[src/hdl/ispt_pkg.sv]
`timescale 1ns / 1ps
// Shared types and constants of the IR spot pan/tilt tracker.
// Used by ispt_cfg, ispt_axis and ir_spot_pan_tilt_tracker; no dependencies.
package ispt_pkg;

	localparam int unsigned CoordW = 10;
	localparam int unsigned SizeW  = 8;
	localparam int unsigned StepW  = 4;
	localparam int unsigned PosW   = 10;
	localparam int unsigned CfgIdxW  = 3;
	localparam int unsigned CfgDataW = 10;

	localparam logic [CoordW-1:0] CoordMax  = 10'd1023;
	localparam logic [SizeW-1:0]  SizeNone  = 8'd255;
	localparam logic [CoordW-1:0] YLimit    = 10'd768;
	localparam logic [PosW-1:0]   PosMax    = 10'd1023;
	localparam logic [PosW-1:0]   PanReset  = 10'd100;
	localparam logic [PosW-1:0]   TiltReset = 10'd130;

	typedef enum logic [CfgIdxW-1:0] {
		REG_DEADBAND     = 3'd0,
		REG_SMALL_LIMIT  = 3'd1,
		REG_MEDIUM_LIMIT = 3'd2,
		REG_CENTER_X     = 3'd3,
		REG_CENTER_Y     = 3'd4,
		REG_STEP_SMALL   = 3'd5,
		REG_STEP_MEDIUM  = 3'd6,
		REG_STEP_LARGE   = 3'd7
	} cfg_reg_t;

	typedef struct packed {
		logic [CoordW-1:0] deadband;
		logic [CoordW-1:0] small_limit;
		logic [CoordW-1:0] medium_limit;
		logic [CoordW-1:0] center_x;
		logic [CoordW-1:0] center_y;
		logic [StepW-1:0]  step_small;
		logic [StepW-1:0]  step_medium;
		logic [StepW-1:0]  step_large;
	} cfg_t;

	typedef struct packed {
		logic [CoordW-1:0] spot_x;
		logic [CoordW-1:0] spot_y;
		logic [SizeW-1:0]  spot_size;
		logic              hold_vertical;
	} spot_t;

	typedef struct packed {
		logic            detected;
		logic [PosW-1:0] pan_position;
		logic [PosW-1:0] tilt_position;
		logic            pan_moved;
		logic            tilt_moved;
	} track_t;

	// per-axis decision handed back to the top level
	typedef struct packed {
		logic            take;
		logic            moved;
		logic [PosW-1:0] pos_next;
	} axis_res_t;

endpackage

[src/hdl/ispt_cfg.sv]
`timescale 1ns / 1ps
// Configuration register file of the tracker: eight registers written by index.
// Depends on ispt_pkg.
module ispt_cfg (
	input  logic                           clk,
	input  logic                           arst_n,
	input  logic                           cfg_valid,
	output logic                           cfg_ready,
	input  logic [ispt_pkg::CfgIdxW-1:0]   cfg_index,
	input  logic [ispt_pkg::CfgDataW-1:0]  cfg_data,
	output ispt_pkg::cfg_t                 cfg
);

	ispt_pkg::cfg_t cfg_q;

	assign cfg_ready = 1'b1;
	assign cfg = cfg_q;

	always_ff @(posedge clk or negedge arst_n) begin
		if (!arst_n) begin
			cfg_q.deadband     <= 10'd10;
			cfg_q.small_limit  <= 10'd40;
			cfg_q.medium_limit <= 10'd100;
			cfg_q.center_x     <= 10'd500;
			cfg_q.center_y     <= 10'd362;
			cfg_q.step_small   <= 4'd1;
			cfg_q.step_medium  <= 4'd3;
			cfg_q.step_large   <= 4'd5;
		end else if (cfg_valid && cfg_ready) begin
			case (ispt_pkg::cfg_reg_t'(cfg_index))
				ispt_pkg::REG_DEADBAND:     cfg_q.deadband     <= cfg_data;
				ispt_pkg::REG_SMALL_LIMIT:  cfg_q.small_limit  <= cfg_data;
				ispt_pkg::REG_MEDIUM_LIMIT: cfg_q.medium_limit <= cfg_data;
				ispt_pkg::REG_CENTER_X:     cfg_q.center_x     <= cfg_data;
				ispt_pkg::REG_CENTER_Y:     cfg_q.center_y     <= cfg_data;
				ispt_pkg::REG_STEP_SMALL:   cfg_q.step_small   <= cfg_data[ispt_pkg::StepW-1:0];
				ispt_pkg::REG_STEP_MEDIUM:  cfg_q.step_medium  <= cfg_data[ispt_pkg::StepW-1:0];
				ispt_pkg::REG_STEP_LARGE:   cfg_q.step_large   <= cfg_data[ispt_pkg::StepW-1:0];
				default: ;
			endcase
		end
	end

endmodule

[src/hdl/ispt_axis.sv]
`timescale 1ns / 1ps
// One servo axis: deadband test, step choice and saturating position update.
// Pure combinational; depends on ispt_pkg.
module ispt_axis (
	input  ispt_pkg::cfg_t                 cfg,
	input  logic                           enable,
	input  logic [ispt_pkg::CoordW-1:0]    coord,
	input  logic [ispt_pkg::CoordW-1:0]    last,
	input  logic [ispt_pkg::PosW-1:0]      pos,
	input  logic                           dir_up,
	output ispt_pkg::axis_res_t            res
);

	logic [ispt_pkg::CoordW-1:0] diff;
	logic [ispt_pkg::StepW-1:0]  step;
	logic [ispt_pkg::PosW:0]     sum;
	logic [ispt_pkg::PosW-1:0]   pos_up;
	logic [ispt_pkg::PosW-1:0]   pos_dn;

	always_comb begin
		diff = (coord > last) ? (coord - last) : (last - coord);

		if (diff <= cfg.small_limit)
			step = cfg.step_small;
		else if (diff <= cfg.medium_limit)
			step = cfg.step_medium;
		else
			step = cfg.step_large;

		sum    = {1'b0, pos} + {{(ispt_pkg::PosW + 1 - ispt_pkg::StepW){1'b0}}, step};
		pos_up = (sum > {1'b0, ispt_pkg::PosMax}) ? ispt_pkg::PosMax : sum[ispt_pkg::PosW-1:0];
		// clamp at zero when the step exceeds the position
		pos_dn = ({{(ispt_pkg::PosW - ispt_pkg::StepW){1'b0}}, step} > pos) ? '0
			: pos - {{(ispt_pkg::PosW - ispt_pkg::StepW){1'b0}}, step};

		res.take     = enable && (diff > cfg.deadband);
		res.pos_next = res.take ? (dir_up ? pos_up : pos_dn) : pos;
		res.moved    = res.pos_next != pos;
	end

endmodule

[src/hdl/ir_spot_pan_tilt_tracker.sv]
`timescale 1ns / 1ps
// IR spot pan/tilt tracker, top level.
// Depends on ispt_pkg, ispt_cfg and ispt_axis.
//
// Spot reports enter on in_valid/in_stall/in_data; one tracking result per
// report leaves on out_valid/out_stall/out_data. A report is taken at an edge
// where valid is high and stall is low, on either channel.
// An accepted report is written to the input register; its result is written to
// the result register as the report leaves it. Throughput is one report per cycle
// while out_stall is low; the servo state is updated as the report moves between
// the two registers, so consecutive reports see each other's result.
// A result waiting on a stalled receiver does not block the input register:
// one more report is taken and parked there; in_stall rises only when both
// registers are full and out_stall is high.
// Configuration writes use cfg_valid/cfg_ready/cfg_index/cfg_data; cfg_ready
// is always high. Write only while no report is in flight.
// Reset (arst_n low) empties both registers, restores the default register
// values and sets pan to 100, tilt to 130 and the last accepted spot to 0.
module ir_spot_pan_tilt_tracker (
	input  logic                           clk,
	input  logic                           arst_n,
	input  logic                           in_valid,
	output logic                           in_stall,
	input  ispt_pkg::spot_t                in_data,
	output logic                           out_valid,
	input  logic                           out_stall,
	output ispt_pkg::track_t               out_data,
	input  logic                           cfg_valid,
	output logic                           cfg_ready,
	input  logic [ispt_pkg::CfgIdxW-1:0]   cfg_index,
	input  logic [ispt_pkg::CfgDataW-1:0]  cfg_data
);

	ispt_pkg::cfg_t    cfg;
	ispt_pkg::spot_t   data_s1;
	logic              valid_s1;
	ispt_pkg::track_t  out_data_q;
	logic              out_valid_q;

	logic [ispt_pkg::CoordW-1:0] last_x_q;
	logic [ispt_pkg::CoordW-1:0] last_y_q;
	logic [ispt_pkg::PosW-1:0]   pan_q;
	logic [ispt_pkg::PosW-1:0]   tilt_q;

	logic                out_ready;
	logic                fire_s1;
	logic                present;
	logic                pan_en;
	logic                tilt_en;
	ispt_pkg::axis_res_t pan_res;
	ispt_pkg::axis_res_t tilt_res;
	ispt_pkg::track_t    result;

	ispt_cfg u_cfg (
		.clk       (clk),
		.arst_n    (arst_n),
		.cfg_valid (cfg_valid),
		.cfg_ready (cfg_ready),
		.cfg_index (cfg_index),
		.cfg_data  (cfg_data),
		.cfg       (cfg)
	);

	assign out_ready = !out_valid_q || !out_stall;
	assign fire_s1   = valid_s1 && out_ready;
	assign in_stall  = valid_s1 && !out_ready;
	assign out_valid = out_valid_q;
	assign out_data  = out_data_q;

	always_comb begin
		present = !(data_s1.spot_x == ispt_pkg::CoordMax &&
			data_s1.spot_y == ispt_pkg::CoordMax &&
			data_s1.spot_size == ispt_pkg::SizeNone);
		pan_en  = present && (data_s1.spot_x != '0) &&
			(data_s1.spot_x != ispt_pkg::CoordMax);
		tilt_en = present && !data_s1.hold_vertical && (data_s1.spot_y != '0) &&
			(data_s1.spot_y <= ispt_pkg::YLimit);
	end

	ispt_axis u_pan (
		.cfg    (cfg),
		.enable (pan_en),
		.coord  (data_s1.spot_x),
		.last   (last_x_q),
		.pos    (pan_q),
		.dir_up (data_s1.spot_x >= cfg.center_x),
		.res    (pan_res)
	);

	// tilt runs the other way: spot above the centre line raises tilt
	ispt_axis u_tilt (
		.cfg    (cfg),
		.enable (tilt_en),
		.coord  (data_s1.spot_y),
		.last   (last_y_q),
		.pos    (tilt_q),
		.dir_up (data_s1.spot_y < cfg.center_y),
		.res    (tilt_res)
	);

	always_comb begin
		result.detected      = present;
		result.pan_position  = pan_res.pos_next;
		result.tilt_position = tilt_res.pos_next;
		result.pan_moved     = pan_res.moved;
		result.tilt_moved    = tilt_res.moved;
	end

	// input register: take a new item whenever the slot is empty or drains
	always_ff @(posedge clk or negedge arst_n) begin
		if (!arst_n) begin
			valid_s1 <= 1'b0;
		end else if (in_valid && !in_stall) begin
			valid_s1 <= 1'b1;
		end else if (fire_s1) begin
			valid_s1 <= 1'b0;
		end
	end

	always_ff @(posedge clk) begin
		if (in_valid && !in_stall) begin
			data_s1 <= in_data;
		end
	end

	// servo state advances only when the item moves into the result register
	always_ff @(posedge clk or negedge arst_n) begin
		if (!arst_n) begin
			last_x_q <= '0;
			last_y_q <= '0;
			pan_q    <= ispt_pkg::PanReset;
			tilt_q   <= ispt_pkg::TiltReset;
		end else if (fire_s1) begin
			if (pan_res.take)
				last_x_q <= data_s1.spot_x;
			if (tilt_res.take)
				last_y_q <= data_s1.spot_y;
			pan_q  <= pan_res.pos_next;
			tilt_q <= tilt_res.pos_next;
		end
	end

	always_ff @(posedge clk or negedge arst_n) begin
		if (!arst_n) begin
			out_valid_q <= 1'b0;
		end else if (out_ready) begin
			out_valid_q <= valid_s1;
		end
	end

	always_ff @(posedge clk) begin
		if (fire_s1) begin
			out_data_q <= result;
		end
	end

	a_no_spot_no_move: assert property (@(posedge clk) disable iff (!arst_n)
		(out_valid && !out_data.detected) |-> (!out_data.pan_moved && !out_data.tilt_moved))
		else $error("servo moved on a report without a spot");

	a_out_matches_state: assert property (@(posedge clk) disable iff (!arst_n)
		out_valid |-> (out_data.pan_position == pan_q && out_data.tilt_position == tilt_q))
		else $error("shown result disagrees with servo state");

	a_hold_freezes_tilt: assert property (@(posedge clk) disable iff (!arst_n)
		(fire_s1 && data_s1.hold_vertical) |=> ($stable(tilt_q) && $stable(last_y_q)))
		else $error("tilt changed while held");

	a_stall_only_when_full: assert property (@(posedge clk) disable iff (!arst_n)
		in_stall |-> (valid_s1 && out_valid_q))
		else $error("input stalled with a free register");

endmodule

[config.mk]
export PLATFORM = sky130hd
export DESIGN_NAME = ir_spot_pan_tilt_tracker
export DESIGN_NICKNAME = d
export VERILOG_FILES = /design/src/hdl/ispt_pkg.sv /design/src/hdl/ispt_cfg.sv /design/src/hdl/ispt_axis.sv /design/src/hdl/ir_spot_pan_tilt_tracker.sv
export SDC_FILE = /design/constraint.sdc
export NUM_CORES = 1
export LEC_CHECK = 0
export ABC_AREA = 1
export BUFFER_PORTS_ARGS = -buffer_cell sky130_fd_sc_hd__buf_2
export CAP_MARGIN = 20
export CELL_PAD_IN_SITES_DETAIL_PLACEMENT = 1
export CELL_PAD_IN_SITES_GLOBAL_PLACEMENT = 2
export CORE_MARGIN = 2
export CORE_UTILIZATION = 33
export CTS_CLUSTER_DIAMETER = 100
export CTS_CLUSTER_SIZE = 16
export DETAILED_ROUTE_END_ITERATION = 6
export PLACE_DENSITY_LB_ADDON = 0.1
export SYNTH_ARGS = -nofsm -noshare
export SYNTH_HDL_FRONTEND = slang
export SYNTH_SLANG_ARGS = --single-unit
[constraint.sdc]
create_clock -name clk -period 4.95 [get_ports clk]
set_input_delay 0.495 -clock clk [delete_from_list [all_inputs] [get_ports clk]]
set_output_delay 0.495 -clock clk [all_outputs]
set_load 0.01 [all_outputs]
==> flow_summary.json, run 1 <==
{
  "run_status": "complete, but fails checks",
  "failed_checks": "setup timing",
  "yosysTopAreaCell": "sky130_fd_sc_hd__dfrtp_1",
  "setup.worst_path.class": "flop to flop",
  "numPortBuffers": 71,
  "post_synth_main_area_contributors": "sky130_fd_sc_hd__dfrtp_1 (16%), sky130_fd_sc_hd__nand2_1 (15%), sky130_fd_sc_hd__ha_1 (14%)",
  "worstPathArrival_ns": 5.31,
  "total_number_of_clock_tree_sinks": 156,
  "layout-area-overhead-vs-synth_pct": 38.55,
  "cp-start-kind": "flop",
  "post_route_cells_drive_above_1_share_pct": 34.12,
  "gp_routability_congestion": 0.8811,
  "cp_slowest_stage_delay_ns": 0.40,
  "report.final.setup_viol": 19,
  "via_count": 11836,
  "placed_cell_area_um2": 14290,
  "start_util_pct": 33.36,
  "clock_tree_from_tritoncts": "yes",
  "whs_ns": 0.1471,
  "tns_ns": -0.9945,
  "core.rowCount": 70,
  "layout_setup_ws_ns": -0.1617,
  "ys_warn_count": 0,
  "endpoint_kind": "flop",
  "max-clock-path-buffers": 2,
  "route.final.wire_length_mm": 42.22,
  "hold_buffers": 0,
  "synth_sequential_area_ratio_pct": 34.55,
  "detail_route.iter0.violations": 428,
  "fin_crit_ns": 5.112,
  "max_cap_viol_count": 0,
  "antenna_violations_before_repair": 1,
  "r2r_cells": 36,
  "timing.slew.headroom_pct": 28.75,
  "insertedDiodeCount": 0,
  "number_of_global_route_vias_before_repair": 12298,
  "fmaxAchievable_ghz": 0.1956,
  "drt_first_pass_iters": 5,
  "number_of_flops_mapped_to_enable_cells_by_yosys": 52,
  "slew_worst_pin_ns": 1.065,
  "vias_per_cell": 4.873,
  "timing.critical_path.mode_cell": "sky130_fd_sc_hd__nand2_2",
  "fin_worst_skew_ns": 0.01547,
  "top_level_ports": 73,
  "num-nets-final": 2138,
  "fp.coreArea_um2": 36430,
  "ys.flop_type": "sky130_fd_sc_hd__dfrtp_1",
  "globalRouteTotalUtil_pct": 22.33,
  "maximum_net_fanout_on_the_critical_path": 8,
  "die-area_um2": 38380,
  "syn_area_per_cell_um2": 7.312,
  "synth_cell_types": 46,
  "hold_viol_final": 0,
  "dp_hpwl_mm": 31.99,
  "gr_ovfl_total": 0,
  "critPathSlowestCell": "sky130_fd_sc_hd__edfxtp_1",
  "design_area_final_um2": 16840,
  "netlist.area_leader.share_pct": 15.65,
  "cts_bufs_inserted": 17,
  "async_set_or_reset_flop_fraction_in_the_synthesized_netlist_pct": 66.67,
  "wl_per_cell_um": 17.38,
  "cts-htree-levels": 4,
  "ctsRootBufferMaster": "sky130_fd_sc_hd__clkbuf_16",
  "clk_pin_slew_ns": 0.08,
  "die_height_um": 195.9,
  "finalCritPeriodShare_pct": 103.3,
  "synthesized_nets": 1852,
  "synthCells": 1662,
  "yosys_register_bits": 156,
  "report.final.slew_viol_count": 0,
  "clock_latency_ns": 0.45,
  "first_pass_grt_wire_length_mm": 66.81,
  "worst-endpoint-required_ns": 5.15,
  "rsz0062_at_grt": "true",
  "hold_path_class": "primary input to asynchronous set/reset pin",
  "antenna_left": 0,
  "route.detailed.drc": 0,
  "largest_net_degree_at_the_start_of_global_routing": 70,
  "synth_area_um2": 12150,
  "die_span_in_x_um": 195.9
}
[placed cells by master, fill, tap and decap left out, types with 6 or more instances in the layout]
| cell type | synthesis | routed |
|---|---|---|
| sky130_fd_sc_hd__nand2_1 | 479 | 398 |
| sky130_fd_sc_hd__inv_1 | 279 | 243 |
| sky130_fd_sc_hd__buf_4 | 8 | 213 |
| sky130_fd_sc_hd__o21ai_0 | 127 | 99 |
| sky130_fd_sc_hd__ha_1 | 135 | 95 |
| sky130_fd_sc_hd__nor2_1 | 114 | 81 |
| sky130_fd_sc_hd__dfrtp_1 | 76 | 76 |
| sky130_fd_sc_hd__buf_2 | 16 | 71 |
| sky130_fd_sc_hd__nand2_2 | 1 | 65 |
| sky130_fd_sc_hd__nand3_1 | 90 | 55 |
| sky130_fd_sc_hd__edfxtp_1 | 52 | 52 |
| sky130_fd_sc_hd__a21oi_1 | 69 | 50 |
| sky130_fd_sc_hd__nand4_1 | 43 | 43 |
| sky130_fd_sc_hd__ha_4 | 0 | 36 |
| sky130_fd_sc_hd__inv_2 | 4 | 32 |
| sky130_fd_sc_hd__nand3_2 | 2 | 29 |
| sky130_fd_sc_hd__dfstp_2 | 28 | 28 |
| sky130_fd_sc_hd__xor2_1 | 27 | 26 |
| sky130_fd_sc_hd__o21ai_1 | 5 | 24 |
| sky130_fd_sc_hd__buf_6 | 2 | 22 |
| sky130_fd_sc_hd__nor2_2 | 2 | 20 |
| sky130_fd_sc_hd__nor2_4 | 5 | 20 |
| sky130_fd_sc_hd__a21oi_2 | 3 | 18 |
| sky130_fd_sc_hd__nand2_4 | 0 | 17 |
| sky130_fd_sc_hd__clkbuf_16 | 0 | 17 |
| sky130_fd_sc_hd__o21ai_2 | 2 | 9 |
| sky130_fd_sc_hd__inv_4 | 0 | 8 |
| sky130_fd_sc_hd__nand3_4 | 0 | 8 |
| sky130_fd_sc_hd__a21o_1 | 7 | 7 |
| sky130_fd_sc_hd__o211ai_1 | 7 | 7 |
| sky130_fd_sc_hd__fa_2 | 0 | 7 |
| sky130_fd_sc_hd__nand3b_1 | 6 | 6 |
| sky130_fd_sc_hd__inv_8 | 0 | 6 |
[metrics by stage]
step	util, %	std cells	setup slack, ns
2_1_floorplan	-	1662	0.04806
3_3_place_gp	39.22	2346	-0.7982
3_5_place_dp	39.22	2346	-0.8690
4_1_cts	43.62	2404	-0.1704
5_1_grt	46.21	2429	-0.5043
6_report	46.21	2429	-0.1617
[final cells by class]
cell class | count | area [um2]
inverter | 284 | 1086
timing repair buffer | 310 | 2282
fill | 4447 | 19600
clock inverter | 15 | 167.7
clock buffer | 17 | 425.4
multi-input combinational | 1179 | 8092
sequential | 156 | 4199
tap | 468 | 585.6
[critical path, delay by kind of cell (launching register included)]
kind                       cells  cell delay [ns]
adders and majority gates      5             1.33
buffers and inverters          6             0.58
AOI/OAI and AO/OA              5             0.55
DFF                            1             0.40
and+or+nand+nor               20             2.03
[state kept, by name, summed over array words and instances (netlist names)]
signal	cells
u_cfg.cfg	62
data_s1	29
out_data	23
last_x_q	10
last_y_q	10
pan_q	10
tilt_q	10
out_valid	1
valid_s1	1
[worst paths after layout]
| kind | startpoint | end | slack [ns] |
|---|---|---|---|
| worst max-delay path | data_s1[9] | out_data[0] | -0.16 |
| worst min-delay path | arst_n | pan_q[9] | 0.15 |
| worst max register to register | data_s1[9] | out_data[0] | -0.16 |
| worst min register to register | u_cfg.cfg[24] | u_cfg.cfg[24] | 0.49 |
| max in group asynchronous | arst_n | last_y_q[0] | 3.65 |
| min in group clk | in_data[12] | data_s1[12] | 0.21 |
[cells by family (layout without fill, tap and decap cells)]
logic type               count (synthesis)  after routing  share of synthesized area (%)
AND/OR/NAND/NOR                        751            751                          25.87
flip-flops                             156            156                          34.55
buffers and inverters                  327            626                          10.68
adder cells (fa/ha/maj)                143            143                          15.22
AO/OA/AOI/OAI                          254            254                          11.49
other                                    1              1                        0.03086
XOR/XNOR                                30             30                          2.162
[metal layers]
| layer | global-route usage, % | share of wire (%) | up-vias | wire, um |
|---|---|---|---|---|
| li1 | - | - | 5931 | - |
| met1 | 29.20 | 47 | 5774 | 19730 |
| met2 | 39.13 | 50 | 106 | 21060 |
| met3 | 3.180 | 1.9 | 25 | 801 |
| met4 | 4.910 | 1.5 | 0 | 633 |
| met5 | 0 | 0 | - | 0 |
[synth_stat cells, types with 10 or more instances]
library cell,instances
sky130_fd_sc_hd__a21oi_1,69
sky130_fd_sc_hd__buf_2,16
sky130_fd_sc_hd__clkbuf_1,13
sky130_fd_sc_hd__dfrtp_1,76
sky130_fd_sc_hd__dfstp_2,28
sky130_fd_sc_hd__edfxtp_1,52
sky130_fd_sc_hd__ha_1,135
sky130_fd_sc_hd__inv_1,279
sky130_fd_sc_hd__nand2_1,479
sky130_fd_sc_hd__nand3_1,90
sky130_fd_sc_hd__nand4_1,43
sky130_fd_sc_hd__nor2_1,114
sky130_fd_sc_hd__o21ai_0,127
sky130_fd_sc_hd__o22ai_1,10
sky130_fd_sc_hd__xor2_1,27
[what timing repair did]
item                       in CTS  in global routing
setup buffers                  29                 27
resized for setup             205                195
pin swaps                      91                113
setup endpoints to repair      42                 42
gates cloned                    1                  0
Power of run 1 is left out: the tool's default activity adds up to more than one toggle a clock period on the data nets, which glitch-free logic cannot reach.
==> inputs of run 2 (changes only) <==
--- a/config.mk
+++ b/config.mk
@@ -15,6 +15,7 @@
 export CTS_CLUSTER_DIAMETER = 100
 export CTS_CLUSTER_SIZE = 16
 export DETAILED_ROUTE_END_ITERATION = 6
+export GPL_TIMING_DRIVEN = 0
 export PLACE_DENSITY_LB_ADDON = 0.1
 export SYNTH_ARGS = -nofsm -noshare
 export SYNTH_HDL_FRONTEND = slang
==> run 2 against run 1 <==
Effect of this change: the flow still finishes with violations (setup timing); via count decreased by 1.1%; non-clock buffer count decreased by 84; die area unchanged; sequential share of layout area increased by 0.089 points; critical endpoint is now out_data[1]; flip-flop and latch count unchanged.
==> flow_summary.json, run 2 (synthesized netlist as in run 1, its figures left out) <==
{
  "die_height_um": 195.9,
  "clk_pin_slew_ns": 0.07,
  "failed_checks": "setup timing",
  "insertedDiodeCount": 0,
  "report.final.setup_viol": 26,
  "holdPathEnd": "data_s1[19]",
  "total_number_of_clock_tree_sinks": 156,
  "start_util_pct": 33.36,
  "top_level_ports": 73,
  "worstPathArrival_ns": 5.39,
  "layout.cells.most_common": "sky130_fd_sc_hd__nand2_1",
  "die_span_in_x_um": 195.9,
  "core.rowCount": 70,
  "dp_hpwl_mm": 30.66,
  "cp_slowest_stage_delay_ns": 0.51,
  "timing.critical_path.mode_cell": "sky130_fd_sc_hd__nand2_2",
  "clock_tree_from_tritoncts": "yes",
  "most-common-layout-cells": "sky130_fd_sc_hd__nand2_1 (362), sky130_fd_sc_hd__inv_1 (232), sky130_fd_sc_hd__o21ai_0 (92)",
  "fp.coreArea_um2": 36430,
  "post_route_cells_drive_above_1_share_pct": 35.29,
  "r2r_cells": 36,
  "hold_viol_final": 0,
  "cp-start-kind": "flop",
  "fin_worst_skew_ns": 0.01437,
  "rsz0062_at_grt": "true",
  "worst-endpoint-required_ns": 5.15,
  "ctsRootBufferMaster": "sky130_fd_sc_hd__clkbuf_16",
  "timing.hold.worst_path_depth": 1,
  "largest_net_degree_at_the_start_of_global_routing": 67,
  "route.final.wire_length_mm": 42.67,
  "max-clock-path-buffers": 2,
  "max_cap_viol_count": 0,
  "hold_path_class": "primary input to flop",
  "route.detailed.drc": 0,
  "endpoint_kind": "flop",
  "report.final.slew_viol_count": 0,
  "cts-htree-levels": 4,
  "fmaxAchievable_ghz": 0.1927,
  "timing.slew.headroom_pct": 30.55,
  "first_pass_grt_wire_length_mm": 66.92,
  "place_ws_ns": -1.673,
  "place.detailed.instances": 2204,
  "finalCritPeriodShare_pct": 104.9,
  "wl_per_cell_um": 18.20,
  "worst-path-buf-inv": 5,
  "stdcell_count": 2344,
  "run_status": "complete, but fails checks",
  "num-nets-final": 2054,
  "end_of_the_worst_register_to_register_path": "out_data[1]",
  "layout-area-overhead-vs-synth_pct": 38.05,
  "globalRouteTotalUtil_pct": 22.48,
  "number_of_global_route_vias_before_repair": 12295,
  "die-area_um2": 38380,
  "holdCritStartpoint": "in_data[19]",
  "gr_ovfl_total": 0,
  "largest_reg_flops": 62,
  "rrSetupSlack_ns": -0.24,
  "via_count": 11710,
  "vias_per_cell": 4.996,
  "setup.worst_path.class": "flop to flop",
  "cts_bufs_inserted": 17,
  "clock_latency_ns": 0.45,
  "reg2reg_from": "data_s1[21]",
  "slew_worst_pin_ns": 1.042,
  "detail_route.iter0.violations": 480,
  "antenna_violations_before_repair": 0,
  "maximum_net_fanout_on_the_critical_path": 5,
  "critPathSlowestCell": "sky130_fd_sc_hd__edfxtp_1",
  "drt_first_pass_iters": 4,
  "worst_path_dominant_cell_family": "simple AND/OR/NAND/NOR gates",
  "antenna_left": 0,
  "layout_setup_ws_ns": -0.2401,
  "gp_routability_congestion": 0.8465,
  "fin_crit_ns": 5.190,
  "numPortBuffers": 71
}
## run 2: changes by cell type in the layout (fill, tap and decap cells not counted), sizes merged
cell and change:
clkinvlp -1, clkbuf +20, inv -5, dlygate4sd3 +1
bufinv +1, buf -101
## run 2: metal layers
metal	global-route usage (%)	vias to the layer above	wire length [um]
li1	-	5757	-
met1	30.51	5796	20360
met2	38.29	107	20740
met3	2.665	50	799
met4	5.303	0	773
met5	0	-	0
## run 2: worst max-delay path by stage
| stage | from | end | slack (ns) | cells past startpoint |
|---|---|---|---|---|
| final | data_s1[21] | out_data[1] | -0.24 | 36 |
| after global routing | data_s1[19] | out_data[1] | -0.51 | 38 |
| after CTS | data_s1[19] | out_data[1] | -0.19 | 35 |
| after detailed placement | data_s1[19] | out_data[1] | -1.67 | 33 |
| after global placement | data_s1[19] | out_data[1] | -1.65 | 33 |
| after floorplan | data_s1[19] | out_data[1] | 0.05 | 36 |
## run 2: stage by stage
| stage | area, um2 | util [%] | hold WS [ns] | setup TNS, ns |
|---|---|---|---|---|
| 6_report | 16780 | 46.05 | 0.2168 | -2.358 |
| 5_1_grt | 16780 | 46.05 | 0.2000 | -13.00 |
| 4_1_cts | 15390 | 42.24 | 0.1975 | -1.472 |
| 3_5_place_dp | 13180 | 36.16 | 0.4517 | -52.86 |
| 3_3_place_gp | 13090 | 35.94 | 0.4671 | -51.85 |
| 2_1_floorplan | 12150 | - | 0.1994 | 0 |
## run 2: cell type report
cell class / instances / area, um2
flip-flops and latches: 156 / 4199
repair buffers: 185 / 1391
well taps: 468 / 585.6
clock inverters: 10 / 88.84
multi-input cells: 1179 / 8702
inverters: 284 / 1104
fillers: 4374 / 19660
plain buffers: 41 / 256.5
clock buffers: 21 / 450.4
## run 2: what timing repair did
action,CTS,global route
endpoints found under the setup margin,42,42
gates cloned,5,0
hold buffers,1,0
pin swaps,121,163
resized for setup,282,278
hold endpoints to repair,27,0
buffers inserted,73,37
Power of run 2 is left out for the same reason.
